**src/sv/sfep_pkg.sv**
```systemverilog
// Shared types, codes and helpers for the scale frame event parser.
package sfep_pkg;

  typedef enum logic [3:0] {
    PH_HUNT_A,
    PH_HUNT_B,
    PH_TYPE,
    PH_LEN,
    PH_BODY
  } phase_t;

  localparam logic [7:0] HDR_FIRST  = 8'hEF;
  localparam logic [7:0] HDR_SECOND = 8'hDD;
  localparam logic [7:0] SIGN_MASK  = 8'h02;

  localparam logic [7:0] KIND_SYSTEM = 8'd0;
  localparam logic [7:0] KIND_INFO   = 8'd7;
  localparam logic [7:0] KIND_STATUS = 8'd8;
  localparam logic [7:0] KIND_EVENT  = 8'd12;

  localparam logic [7:0] EV_NONE    = 8'd0;
  localparam logic [7:0] EV_WEIGHT  = 8'd5;
  localparam logic [7:0] EV_BATTERY = 8'd6;
  localparam logic [7:0] EV_TIMER   = 8'd7;
  localparam logic [7:0] EV_KEY     = 8'd8;
  localparam logic [7:0] EV_ACK     = 8'd11;

  localparam logic [1:0] UPD_WEIGHT  = 2'd0;
  localparam logic [1:0] UPD_BATTERY = 2'd1;
  localparam logic [1:0] UPD_TIMER   = 2'd2;

  localparam int EV_BYTES = 6;

  typedef struct packed {
    logic [1:0]  update_kind;
    logic [15:0] weight_magnitude;
    logic        weight_negative;
    logic [2:0]  weight_decimals;
    logic [7:0]  battery_level;
    logic [7:0]  timer_minutes;
    logic [7:0]  timer_seconds;
    logic [7:0]  timer_fraction;
  } result_t;

  // Bytes that follow a sub-event code; 0 marks an unknown code.
  function automatic logic [2:0] sub_len(input logic [7:0] code);
    logic [2:0] n;
    n = 3'd0;
    case (code) inside
      EV_WEIGHT:          n = 3'd6;
      EV_BATTERY, EV_KEY: n = 3'd1;
      EV_TIMER:           n = 3'd3;
      EV_ACK:             n = 3'd2;
      default:            n = 3'd0;
    endcase
    return n;
  endfunction

endpackage

```
**src/sv/sfep_in_reg.sv**
```systemverilog
// Input register: holds one received byte until the parser steps on it.
module sfep_in_reg (
  input  logic       clk,
  input  logic       rst,
  input  logic       rx_valid,
  output logic       rx_stall,
  input  logic [7:0] rx_byte,
  input  logic       take,
  output logic       byte_valid,
  output logic [7:0] byte_q
);

  logic accept;
  logic byte_valid_next;

  assign rx_stall = byte_valid && !take;
  assign accept   = rx_valid && !rx_stall;

  always_comb begin
    byte_valid_next = byte_valid;
    if (accept) begin
      byte_valid_next = 1'b1;
    end else if (take) begin
      byte_valid_next = 1'b0;
    end
  end

  always_ff @(posedge clk) begin
    if (rst) begin
      byte_valid <= 1'b0;
    end else begin
      byte_valid <= byte_valid_next;
    end
  end

  always_ff @(posedge clk) begin
    if (accept) begin
      byte_q <= rx_byte;
    end
  end

endmodule

```
**src/sv/sfep_parser.sv**
```systemverilog
// Frame parser: per-byte state step and sub-event decode.
module sfep_parser (
  input  logic                 clk,
  input  logic                 rst,
  input  logic                 step,
  input  logic [7:0]           b,
  output logic                 produced,
  output sfep_pkg::result_t    res
);

  sfep_pkg::phase_t phase, phase_next;
  logic [7:0] message_kind, message_kind_next;
  logic [8:0] bytes_remaining, bytes_remaining_next;
  logic [7:0] payload_position, payload_position_next;
  logic [7:0] event_code, event_code_next;
  logic [2:0] event_fill, event_fill_next;
  logic       events_aborted, events_aborted_next;
  logic [7:0] event_bytes [sfep_pkg::EV_BYTES];
  logic [7:0] view [sfep_pkg::EV_BYTES];

  logic       wr_en;
  logic [8:0] left;
  logic [2:0] n_code;
  logic [2:0] n_cur;
  logic [2:0] fill_inc;

  // current sub-event bytes with this cycle's byte merged in
  always_comb begin
    for (int i = 0; i < sfep_pkg::EV_BYTES; i++) begin
      view[i] = (wr_en && event_fill == 3'(i)) ? b : event_bytes[i];
    end
  end

  always_comb begin
    phase_next            = phase;
    message_kind_next     = message_kind;
    bytes_remaining_next  = bytes_remaining;
    payload_position_next = payload_position;
    event_code_next       = event_code;
    event_fill_next       = event_fill;
    events_aborted_next   = events_aborted;
    wr_en                 = 1'b0;
    produced              = 1'b0;
    res                   = '0;
    left                  = bytes_remaining - 9'd3;
    n_code                = sfep_pkg::sub_len(b);
    n_cur                 = sfep_pkg::sub_len(event_code);
    fill_inc              = event_fill + 3'd1;
    if (step) begin
      unique case (phase)
        sfep_pkg::PH_HUNT_B: begin
          if (b == sfep_pkg::HDR_SECOND) begin
            phase_next = sfep_pkg::PH_TYPE;
          end else if (b != sfep_pkg::HDR_FIRST) begin
            phase_next = sfep_pkg::PH_HUNT_A;
          end
        end
        sfep_pkg::PH_TYPE: begin
          message_kind_next     = b;
          payload_position_next = 8'd0;
          event_code_next       = sfep_pkg::EV_NONE;
          event_fill_next       = 3'd0;
          events_aborted_next   = 1'b0;
          if (b == sfep_pkg::KIND_INFO || b == sfep_pkg::KIND_STATUS ||
              b == sfep_pkg::KIND_EVENT) begin
            phase_next = sfep_pkg::PH_LEN;
          end else begin
            bytes_remaining_next = (b == sfep_pkg::KIND_SYSTEM) ? 9'd4 : 9'd2;
            phase_next           = sfep_pkg::PH_BODY;
          end
        end
        sfep_pkg::PH_LEN: begin
          // length counts itself; zero reads as one; plus two checksum bytes
          bytes_remaining_next = (b == 8'd0) ? 9'd2 : ({1'b0, b} + 9'd1);
          phase_next           = sfep_pkg::PH_BODY;
        end
        sfep_pkg::PH_BODY: begin
          if (bytes_remaining > 9'd2) begin
            if (message_kind == sfep_pkg::KIND_INFO && payload_position == 8'd4) begin
              produced          = 1'b1;
              res.update_kind   = sfep_pkg::UPD_BATTERY;
              res.battery_level = b;
            end else if (message_kind == sfep_pkg::KIND_EVENT && !events_aborted) begin
              if (event_code == sfep_pkg::EV_NONE) begin
                // code byte: unknown or truncated sub-event skips the rest
                if (n_code == 3'd0 || {6'd0, n_code} > left) begin
                  events_aborted_next = 1'b1;
                end else begin
                  event_code_next = b;
                  event_fill_next = 3'd0;
                end
              end else begin
                wr_en           = (event_fill < 3'd6);
                event_fill_next = fill_inc;
                if (fill_inc >= n_cur) begin
                  event_code_next = sfep_pkg::EV_NONE;
                  event_fill_next = 3'd0;
                  case (event_code)
                    sfep_pkg::EV_WEIGHT: begin
                      produced             = 1'b1;
                      res.update_kind      = sfep_pkg::UPD_WEIGHT;
                      res.weight_magnitude = {view[1], view[0]};
                      res.weight_negative  = |(view[5] & sfep_pkg::SIGN_MASK);
                      res.weight_decimals  = (view[4] >= 8'd1 && view[4] <= 8'd4) ?
                                             view[4][2:0] : 3'd0;
                    end
                    sfep_pkg::EV_BATTERY: begin
                      produced          = 1'b1;
                      res.update_kind   = sfep_pkg::UPD_BATTERY;
                      res.battery_level = view[0];
                    end
                    sfep_pkg::EV_TIMER: begin
                      produced           = 1'b1;
                      res.update_kind    = sfep_pkg::UPD_TIMER;
                      res.timer_minutes  = view[0];
                      res.timer_seconds  = view[1];
                      res.timer_fraction = view[2];
                    end
                    default: begin
                    end
                  endcase
                end
              end
            end
            payload_position_next = payload_position + 8'd1;
          end
          if (bytes_remaining != 9'd0) begin
            bytes_remaining_next = bytes_remaining - 9'd1;
          end
          if (bytes_remaining_next == 9'd0) begin
            phase_next = sfep_pkg::PH_HUNT_A;
          end
        end
        default: begin
          phase_next = (b == sfep_pkg::HDR_FIRST) ? sfep_pkg::PH_HUNT_B : sfep_pkg::PH_HUNT_A;
        end
      endcase
    end
  end

  always_ff @(posedge clk) begin
    if (rst) begin
      phase            <= sfep_pkg::PH_HUNT_A;
      message_kind     <= 8'd0;
      bytes_remaining  <= 9'd0;
      payload_position <= 8'd0;
      event_code       <= sfep_pkg::EV_NONE;
      event_fill       <= 3'd0;
      events_aborted   <= 1'b0;
    end else begin
      phase            <= phase_next;
      message_kind     <= message_kind_next;
      bytes_remaining  <= bytes_remaining_next;
      payload_position <= payload_position_next;
      event_code       <= event_code_next;
      event_fill       <= event_fill_next;
      events_aborted   <= events_aborted_next;
    end
  end

  always_ff @(posedge clk) begin
    if (wr_en) begin
      event_bytes[event_fill] <= b;
    end
  end

  a_body_has_count: assert property (@(posedge clk) disable iff (rst)
    phase == sfep_pkg::PH_BODY |-> bytes_remaining != 9'd0)
    else $error("body phase with nothing left");

  a_fill_bound: assert property (@(posedge clk) disable iff (rst)
    event_fill <= 3'd5)
    else $error("sub-event fill out of range");

  a_code_in_event: assert property (@(posedge clk) disable iff (rst)
    event_code != sfep_pkg::EV_NONE |->
      (message_kind == sfep_pkg::KIND_EVENT && !events_aborted))
    else $error("sub-event open outside event frame");

  a_result_in_body: assert property (@(posedge clk) disable iff (rst)
    produced |-> (step && phase == sfep_pkg::PH_BODY && bytes_remaining > 9'd2))
    else $error("update outside payload");

endmodule

```
**src/sv/sfep_out_reg.sv**
```systemverilog
// Result register: holds one update until the consumer takes it.
module sfep_out_reg (
  input  logic              clk,
  input  logic              rst,
  input  logic              load,
  input  sfep_pkg::result_t res,
  output logic              free,
  output logic              upd_valid,
  input  logic              upd_stall,
  output sfep_pkg::result_t res_q
);

  logic upd_valid_next;

  assign free = !upd_valid || !upd_stall;

  always_comb begin
    upd_valid_next = upd_valid;
    if (load) begin
      upd_valid_next = 1'b1;
    end else if (upd_valid && !upd_stall) begin
      upd_valid_next = 1'b0;
    end
  end

  always_ff @(posedge clk) begin
    if (rst) begin
      upd_valid <= 1'b0;
    end else begin
      upd_valid <= upd_valid_next;
    end
  end

  always_ff @(posedge clk) begin
    if (load) begin
      res_q <= res;
    end
  end

endmodule

```
**src/sv/scale_frame_event_parser.sv**
```systemverilog
// Top level of the scale frame event parser: input register, parser, result register.
// Throughput: one received byte per cycle, sustained, while updates are taken.
// Path: a byte held in the input register is parsed on the step that takes it, which waits
//   until the result register is free; an update it completes is loaded there and offered.
// The rate is set by the combinational parser step between the two registers.
// Reset (rst, synchronous, active high): hunts for a header, no update pending.
module scale_frame_event_parser (
  input  logic        clk,
  input  logic        rst,
  input  logic        rx_valid,
  output logic        rx_stall,
  input  logic [7:0]  rx_byte,
  output logic        upd_valid,
  input  logic        upd_stall,
  output logic [1:0]  update_kind,
  output logic [15:0] weight_magnitude,
  output logic        weight_negative,
  output logic [2:0]  weight_decimals,
  output logic [7:0]  battery_level,
  output logic [7:0]  timer_minutes,
  output logic [7:0]  timer_seconds,
  output logic [7:0]  timer_fraction
);

  // held byte and its valid flag
  logic              byte_valid;
  logic [7:0]        byte_q;
  // parser steps when a byte is held and the result register can take an update
  logic              take;
  logic              out_free;
  logic              produced;
  sfep_pkg::result_t res;
  sfep_pkg::result_t res_q;

  assign take = byte_valid && out_free;

  sfep_in_reg u_in (
    .clk        (clk),
    .rst        (rst),
    .rx_valid   (rx_valid),
    .rx_stall   (rx_stall),
    .rx_byte    (rx_byte),
    .take       (take),
    .byte_valid (byte_valid),
    .byte_q     (byte_q)
  );

  sfep_parser u_parser (
    .clk      (clk),
    .rst      (rst),
    .step     (take),
    .b        (byte_q),
    .produced (produced),
    .res      (res)
  );

  // update loads only on a parser step that completes one
  sfep_out_reg u_out (
    .clk       (clk),
    .rst       (rst),
    .load      (take && produced),
    .res       (res),
    .free      (out_free),
    .upd_valid (upd_valid),
    .upd_stall (upd_stall),
    .res_q     (res_q)
  );

  assign update_kind      = res_q.update_kind;
  assign weight_magnitude = res_q.weight_magnitude;
  assign weight_negative  = res_q.weight_negative;
  assign weight_decimals  = res_q.weight_decimals;
  assign battery_level    = res_q.battery_level;
  assign timer_minutes    = res_q.timer_minutes;
  assign timer_seconds    = res_q.timer_seconds;
  assign timer_fraction   = res_q.timer_fraction;

endmodule
```
**config.mk**
```make
export PLATFORM = sky130hd
export DESIGN_NAME = scale_frame_event_parser
export DESIGN_NICKNAME = d
export VERILOG_FILES = /design/src/sv/sfep_pkg.sv /design/src/sv/sfep_in_reg.sv /design/src/sv/sfep_parser.sv /design/src/sv/sfep_out_reg.sv /design/src/sv/scale_frame_event_parser.sv
export SDC_FILE = /design/constraint.sdc
export NUM_CORES = 1
export LEC_CHECK = 0
export BUFFER_PORTS_ARGS = -buffer_cell sky130_fd_sc_hd__buf_2
export CAP_MARGIN = 15
export CORE_ASPECT_RATIO = 1.1
export CORE_MARGIN = 4
export CORE_UTILIZATION = 55
export DETAILED_ROUTE_END_ITERATION = 7
export PLACE_DENSITY = 0.79
export SYNTH_ARGS = -nofsm -noshare
export SYNTH_HDL_FRONTEND = slang
export SYNTH_SLANG_ARGS = --single-unit
```
**constraint.sdc**
```tcl
create_clock -name clk -period 10.3 [get_ports clk]
set_input_delay 1.03 -clock clk [delete_from_list [all_inputs] [get_ports clk]]
set_output_delay 1.03 -clock clk [all_outputs]
set_load 0.03 [all_outputs]
```
* Word level (Yosys, flattened, before mapping) *
Memory sizes are Yosys's and may differ from the RTL's.
Index checks and enable logic that the tools add are counted.

word-level totals
  register bits after elaboration = 105
  RAM bits = 48
  memories = 1

cells by class
  $add $sub $neg = 5
  magnitude comparators = 6
  equality and inequality tests = 35
  muxes and demuxes = 78
  bitwise logic cells = 8
  reduce and logical (&&, ||, !) cells = 47

memories
  name                  depth  bits a word  rd ports  clocked after Yosys merged registers in  write ports  line               RTL
  u_parser.event_bytes  6      8            5         0                                        1            sfep_parser.sv:18  logic [7:0] event_bytes [sfep_pkg::EV_BYTES];

operator list
  kind                                                           count
  2-to-1 mux 53 bit                                              3
  2-to-1 mux 8 bit                                               13
  == test 8 x 3 -> 1 bit, second input constant                  8
  == test 8 x 4 -> 1 bit, second input constant                  6
  2-to-1 mux 9 bit                                               5
  2-to-1 mux 3 bit                                               13
  one-hot mux 8 bit (2 select lines)                             2
  2-to-1 mux 1 bit                                               27
  one-hot mux 9 bit (3 select lines)                             1
  2-to-1 mux 24 bit                                              1
  2-to-1 mux 20 bit                                              1
  == test 8 bit, second input constant                           2
  logical NOT 8 bit                                              2
  one-hot mux 4 bit (4 select lines)                             1
  OR reduction 8 bit                                             2
  AND reduction 7 bit                                            2
  logical AND 1 bit                                              13
  2-to-1 mux 4 bit                                               3
  AND reduction 3 bit                                            4
  2-to-1 mux 2 bit                                               5
  inequality test 2 x 1 -> 1 bit, second input constant          5
  adder 8 x 1 -> 9 bit, second input constant                    1
  greater-than comparator 3 x 9 -> 1 bit                         1
  greater-than comparator 9 x 2 -> 1 bit, second input constant  1
  35 further kinds                                               57

* Depth between registers and ports, before layout *
  depth in word-level cells = 17
  gate-level depth with buffers = 13
  mapped depth without buffers = 12

* Cells and area by module *
A second synthesis with hierarchy kept.

unflattened totals
  cells, all modules = 615
  area, all modules = 6,621.4 um^2

modules (own cells, without submodules)
  module                    times used  cells each  area an instance (um^2)
  sfep_parser               1           543         4,664.5
  sfep_out_reg              1           58          1,654.1
  sfep_in_reg               1           12          290.3
  scale_frame_event_parser  1           2           12.5

* Worst setup path after synthesis *
No wires, ideal clock.

  kind = reg-to-reg
  from = register u_parser.event_code[0]
  to = register u_out.res_q[0] (netlist name)
  library setup time = 0.485 ns
  data arrival time = 4.664 ns
  required time = 9.815 ns
  slack = 5.151 ns
  stages on the path, launching flop included = 10
  clock period less this slack = 5.149 ns
  cell sequence = dfxtp_1 or2_2 or3b_2 a21oi_1 ha_1 nor2b_1 o21ai_0 and2_1 nand3_1 a21oi_1

on the way
  cells in the longest elaborated chain, start to end = 14
  elaborated cells between the ends (all ways) = 22
  classes of those cells = order compare: 1; eq/ne: 5; mux: 12; reduce/logical: 4

RTL lines
  what                               line                            RTL
  from (decl)                        sfep_parser.sv:15               logic [7:0] event_code, event_code_next;
  from (signal assigned)             sfep_parser.sv:147              event_code <= sfep_pkg::EV_NONE;
  from (signal assigned)             sfep_parser.sv:155              event_code <= event_code_next;
  == test 8 x 4 -> 1 bit             sfep_parser.sv:47               n_cur = sfep_pkg::sub_len(event_code);
  2-to-1 mux 2 bit                   sfep_pkg.sv:49                  case (code) inside
  2-to-1 mux 3 bit (3 in a row)      sfep_pkg.sv:49
  greater-or-equal comparator 3 bit  sfep_parser.sv:95               if (fill_inc >= n_cur) begin
  2-to-1 mux 1 bit                   sfep_parser.sv:95
  2-to-1 mux 1 bit *                 sfep_parser.sv:84               if (event_code == sfep_pkg::EV_NONE) begin
  2-to-1 mux 1 bit *                 sfep_parser.sv:83               end else if (message_kind == sfep_pkg::KIND_EVENT && !events_aborted) begin
  2-to-1 mux 1 bit *                 sfep_parser.sv:79               if (message_kind == sfep_pkg::KIND_INFO && payload_position == 8'd4) begin
  2-to-1 mux 1 bit *                 sfep_parser.sv:78               if (bytes_remaining > 9'd2) begin
  2-to-1 mux 1 bit *                 sfep_parser.sv:50               unique case (phase)
  2-to-1 mux 1 bit *                 sfep_parser.sv:49               if (step) begin
  logical AND 1 bit *                scale_frame_event_parser.sv:61  .load (take && produced),
  named net u_out.load               sfep_out_reg.sv:5               input logic load,

Mark *: on every way through the listed nets, which the timed path passes. The rest lies on a longest branch.
A chain may end at the register's enable or synchronous reset.

* Worst setup path in the final report *
  from = register u_parser.event_code[1]
  to = register u_out.res_q[1] (netlist name)

on the way
  cells in the longest elaborated chain, start to end = 9
  elaborated cells between the ends (all ways) = 23
  classes of those cells = order compare: 1; eq/ne: 5; mux: 11; bitwise: 2; reduce/logical: 4

RTL lines
  what
  parallel branches: the longest is 9 deep, another holds greater-or-equal comparator 3 bit

Parallel ways; which one is timed is not known.

==> results.json <==
{
  "min_from": "u_parser.event_code[5]",
  "coreArea_um2": 11500,
  "first_pass_iters": 7,
  "rsz0062_at_grt": "false",
  "numPortBuffers": 67,
  "ys.flop_type": "edfxtp_1",
  "outcome": "finished, final reports clean",
  "die_w_um": 112,
  "cts_resized": 0,
  "grt_max_degree": 56,
  "area_growth_pct": 16.0,
  "slew_viol_final": 0,
  "syn_area_um2": 6530,
  "cp_common_cell": "a21oi_1",
  "worst_ep_required_time_ps": 10500,
  "holdPathEnd": "u_parser.event_code[5]",
  "antenna_found_initial": 0,
  "synthArstFlopShare": 0,
  "synth_edf_count": 95,
  "layout.nets": 697,
  "cts.sinks": 137,
  "drive_gt1_frac": 0.180,
  "wirelength_um": 15100,
  "root_buffer": "clkbuf_16",
  "route.antenna.remaining_nets": 0,
  "viasPerCell": 6.13,
  "h-tree-depth": 4,
  "hold_viol": 0,
  "dp_hpwl_um": 9840,
  "period_minus_slack_ps": 3750,
  "finClkSkew_ps": 6.70,
  "worst_setup_path_end_kind": "register",
  "path_cells": "or2_2 -> or3b_2 -> a21oi_1 -> ha_1 -> nor2b_1 -> o21ai_0 -> and2_1 -> nand4_1 -> a21oi_1",
  "grt_overflow": 0,
  "clk_pin_slew_worst_paths_ps": 60,
  "rows": 41,
  "ys_types": 61,
  "hp-class": "register to register",
  "rrSetupSlack_ps": 6550,
  "critPathLaunchType": "register",
  "worstReg2RegEnd": "u_out.res_q[1]",
  "yosysSeqAreaShare": 0.566,
  "avgSynthCellArea_um2": 10.8,
  "gp_congestion": 0.931,
  "wl_per_cell_um": 18.2,
  "cts_buffers": 17,
  "syn_inst": 605,
  "cap_violations": 0,
  "p_leak_nw": 3.06,
  "multiInputGateArea_um2": 2660,
  "insertedDiodeCount": 0,
  "r2r_start": "u_parser.event_code[1]",
  "critPathMaxFanout": 25,
  "rr_worst_depth": 9,
  "start_util": 0.566,
  "setup_tns_ps": 0,
  "grt_pass1_vias": 5028,
  "p_per_area_nw_per_um2": 165,
  "slew_headroom": 0.299,
  "syn_nets": 637,
  "max_freq_mhz": 267,
  "grt_pass1_wl_um": 24600,
  "post-route-drc-count": 0,
  "drt_iter0_markers": 410,
  "dieArea_um2": 13700,
  "critical_path_arrival_ps": 3950,
  "tritoncts": "built",
  "holdWs_ps": 490,
  "power_mw": 1.25,
  "tightestPinTransition_ps": 1050,
  "hold_depth": 1,
  "yosys_warnings": 0,
  "ios": 68,
  "die_h_um": 122,
  "critPathKind": "register to register",
  "fillCellCount": 877,
  "setup_violations": 0,
  "finalCritPeriodShare": 0.364,
  "ys_ff_latch": 137,
  "post_cts_buffers": 0,
  "cpMaxStageDelayCell": "nand4_1",
  "insertion_delay_ps": 420,
  "final_core_util": 0.656,
  "peakVddDrop_mv": 0.0992,
  "grt_usage": 0.226,
  "clk_path_buf_depth": 2,
  "postCtsHoldBufs": 0,
  "critical_path.max_stage_delay_ps": 820,
  "num_vias": 5067,
  "register_area_um2": 3690
}
==> through the flow <==
stage	setup slack, ps	cell area [um^2]	instances
after floorplan	5150	6530	605
after global placement	6460	6970	794
after detailed placement	6370	6970	794
after CTS	6540	7560	825
after global routing	6110	7570	827
final	6550	7570	827
==> synthesized netlist by cell type (8+ instances only) <==
library cell / instances / share of area
nand3_1: 31 / 0.024
dfxtp_1: 42 / 0.13
a21oi_1: 32 / 0.025
nor3_1: 13 / 0.010
a22o_1: 12 / 0.016
nand2b_1: 8 / 0.0077
xor2_1: 10 / 0.013
nor2_1: 76 / 0.044
o21ai_0: 15 / 0.011
inv_1: 19 / 0.011
mux2i_1: 26 / 0.040
ha_1: 20 / 0.038
clkbuf_1: 29 / 0.017
edfxtp_1: 95 / 0.44
nor4_1: 10 / 0.0096
nand2_1: 40 / 0.023
nand4_1: 12 / 0.011
==> layout make-up <==
class | count | share of cell area
Timing Repair Buffer | 72 | 0.0486
Multi-Input combinational cell | 418 | 0.351
Inverter | 19 | 0.00942
Clock inverter | 14 | 0.0226
Clock buffer | 17 | 0.0562
Sequential cell | 137 | 0.488
Tap cell | 150 | 0.0248
==> worst max-delay path: cells and delay by family (launching register included) <==
| kind | cells | cell delay (ps) |
|---|---|---|
| AOI/OAI and AO/OA | 3 | 1140 |
| adders and majority gates | 1 | 150 |
| DFF | 1 | 360 |
| and+or+nand+nor | 5 | 1880 |
==> cell usage in the layout (no fill, tap or decap), drive strengths merged, types with 3 or more instances in the layout <==
cell	synthesis	final
xor2	10	10
nand2	41	41
buf	2	71
and3	6	6
clkinv	0	5
nor3	14	14
clkbuf	29	18
or4	7	7
nor2	76	76
o41ai	4	4
inv	19	22
o32ai	6	6
a21o	3	3
a22o	12	12
nand4	12	12
a211oi	4	4
nor4	10	10
nand3b	7	7
nor3b	5	5
a21oi	33	33
ha	20	20
o21ai	16	16
a31o	3	3
nand2b	8	8
clkinvlp	0	3
mux2i	26	26
or3	6	6
dfxtp	42	42
and2	7	7
o21a	3	3
o22ai	5	5
edfxtp	95	95
xnor2	3	3
a31oi	7	7
nand3	31	31
nor2b	7	7
or2	5	5
bufinv	0	3
==> logic make-up after synthesis <==
kind of cell             Yosys count  synth area share
adder cells (fa/ha/maj)           20            0.0383
flip-flops                       137             0.566
AO/OA/AOI/OAI                    110             0.114
XOR/XNOR                          13            0.0174
multiplexers                      27            0.0416
buffers and inverters             50            0.0289
AND/OR/NAND/NOR                  248             0.194
==> sequential cells by signal, summed over array words and instances (netlist names) <==
name / cells
u_parser.bytes_remaining: 9
u_parser.events_aborted: 1
u_out.upd_valid: 1
u_in.byte_q: 8
u_parser.phase: 3
u_parser.payload_position: 8
u_parser.message_kind: 8
u_out.res_q: 54
u_parser.event_bytes: 33
u_in.byte_valid: 1
u_parser.event_fill: 3
u_parser.event_code: 8
==> layer usage <==
metal,vias up,share of wire,GRT usage
met3,42,0.072,0.0528
met2,231,0.51,0.394
met4,0,0.027,0.0905
li1,2376,-,-
met5,-,0,0
met1,2418,0.39,0.272
==> report_power, final <==
part / total [mW] / switching (mW) / internal (mW)
Sequential: 0.608 / 0.0180 / 0.590
Clock: 0.609 / 0.229 / 0.380
Combinational: 0.0355 / 0.0218 / 0.0137
==> how the worst max path moves through the flow <==
stage                           start         endpoint  slack [ps]  cells past startpoint
3_3_place_gp                upd_stall  u_out.res_q[10]        6460                      7
2_1_floorplan  u_parser.event_code[0]   u_out.res_q[0]        5150                      9
3_5_place_dp                upd_stall  u_out.res_q[15]        6370                      7
4_1_cts        u_parser.event_code[0]   u_out.res_q[0]        6540                      9
5_1_grt        u_parser.event_code[4]   u_out.res_q[0]        6110                      9
6_report       u_parser.event_code[1]   u_out.res_q[1]        6550                      9
(Power assumes the default switching activity.)
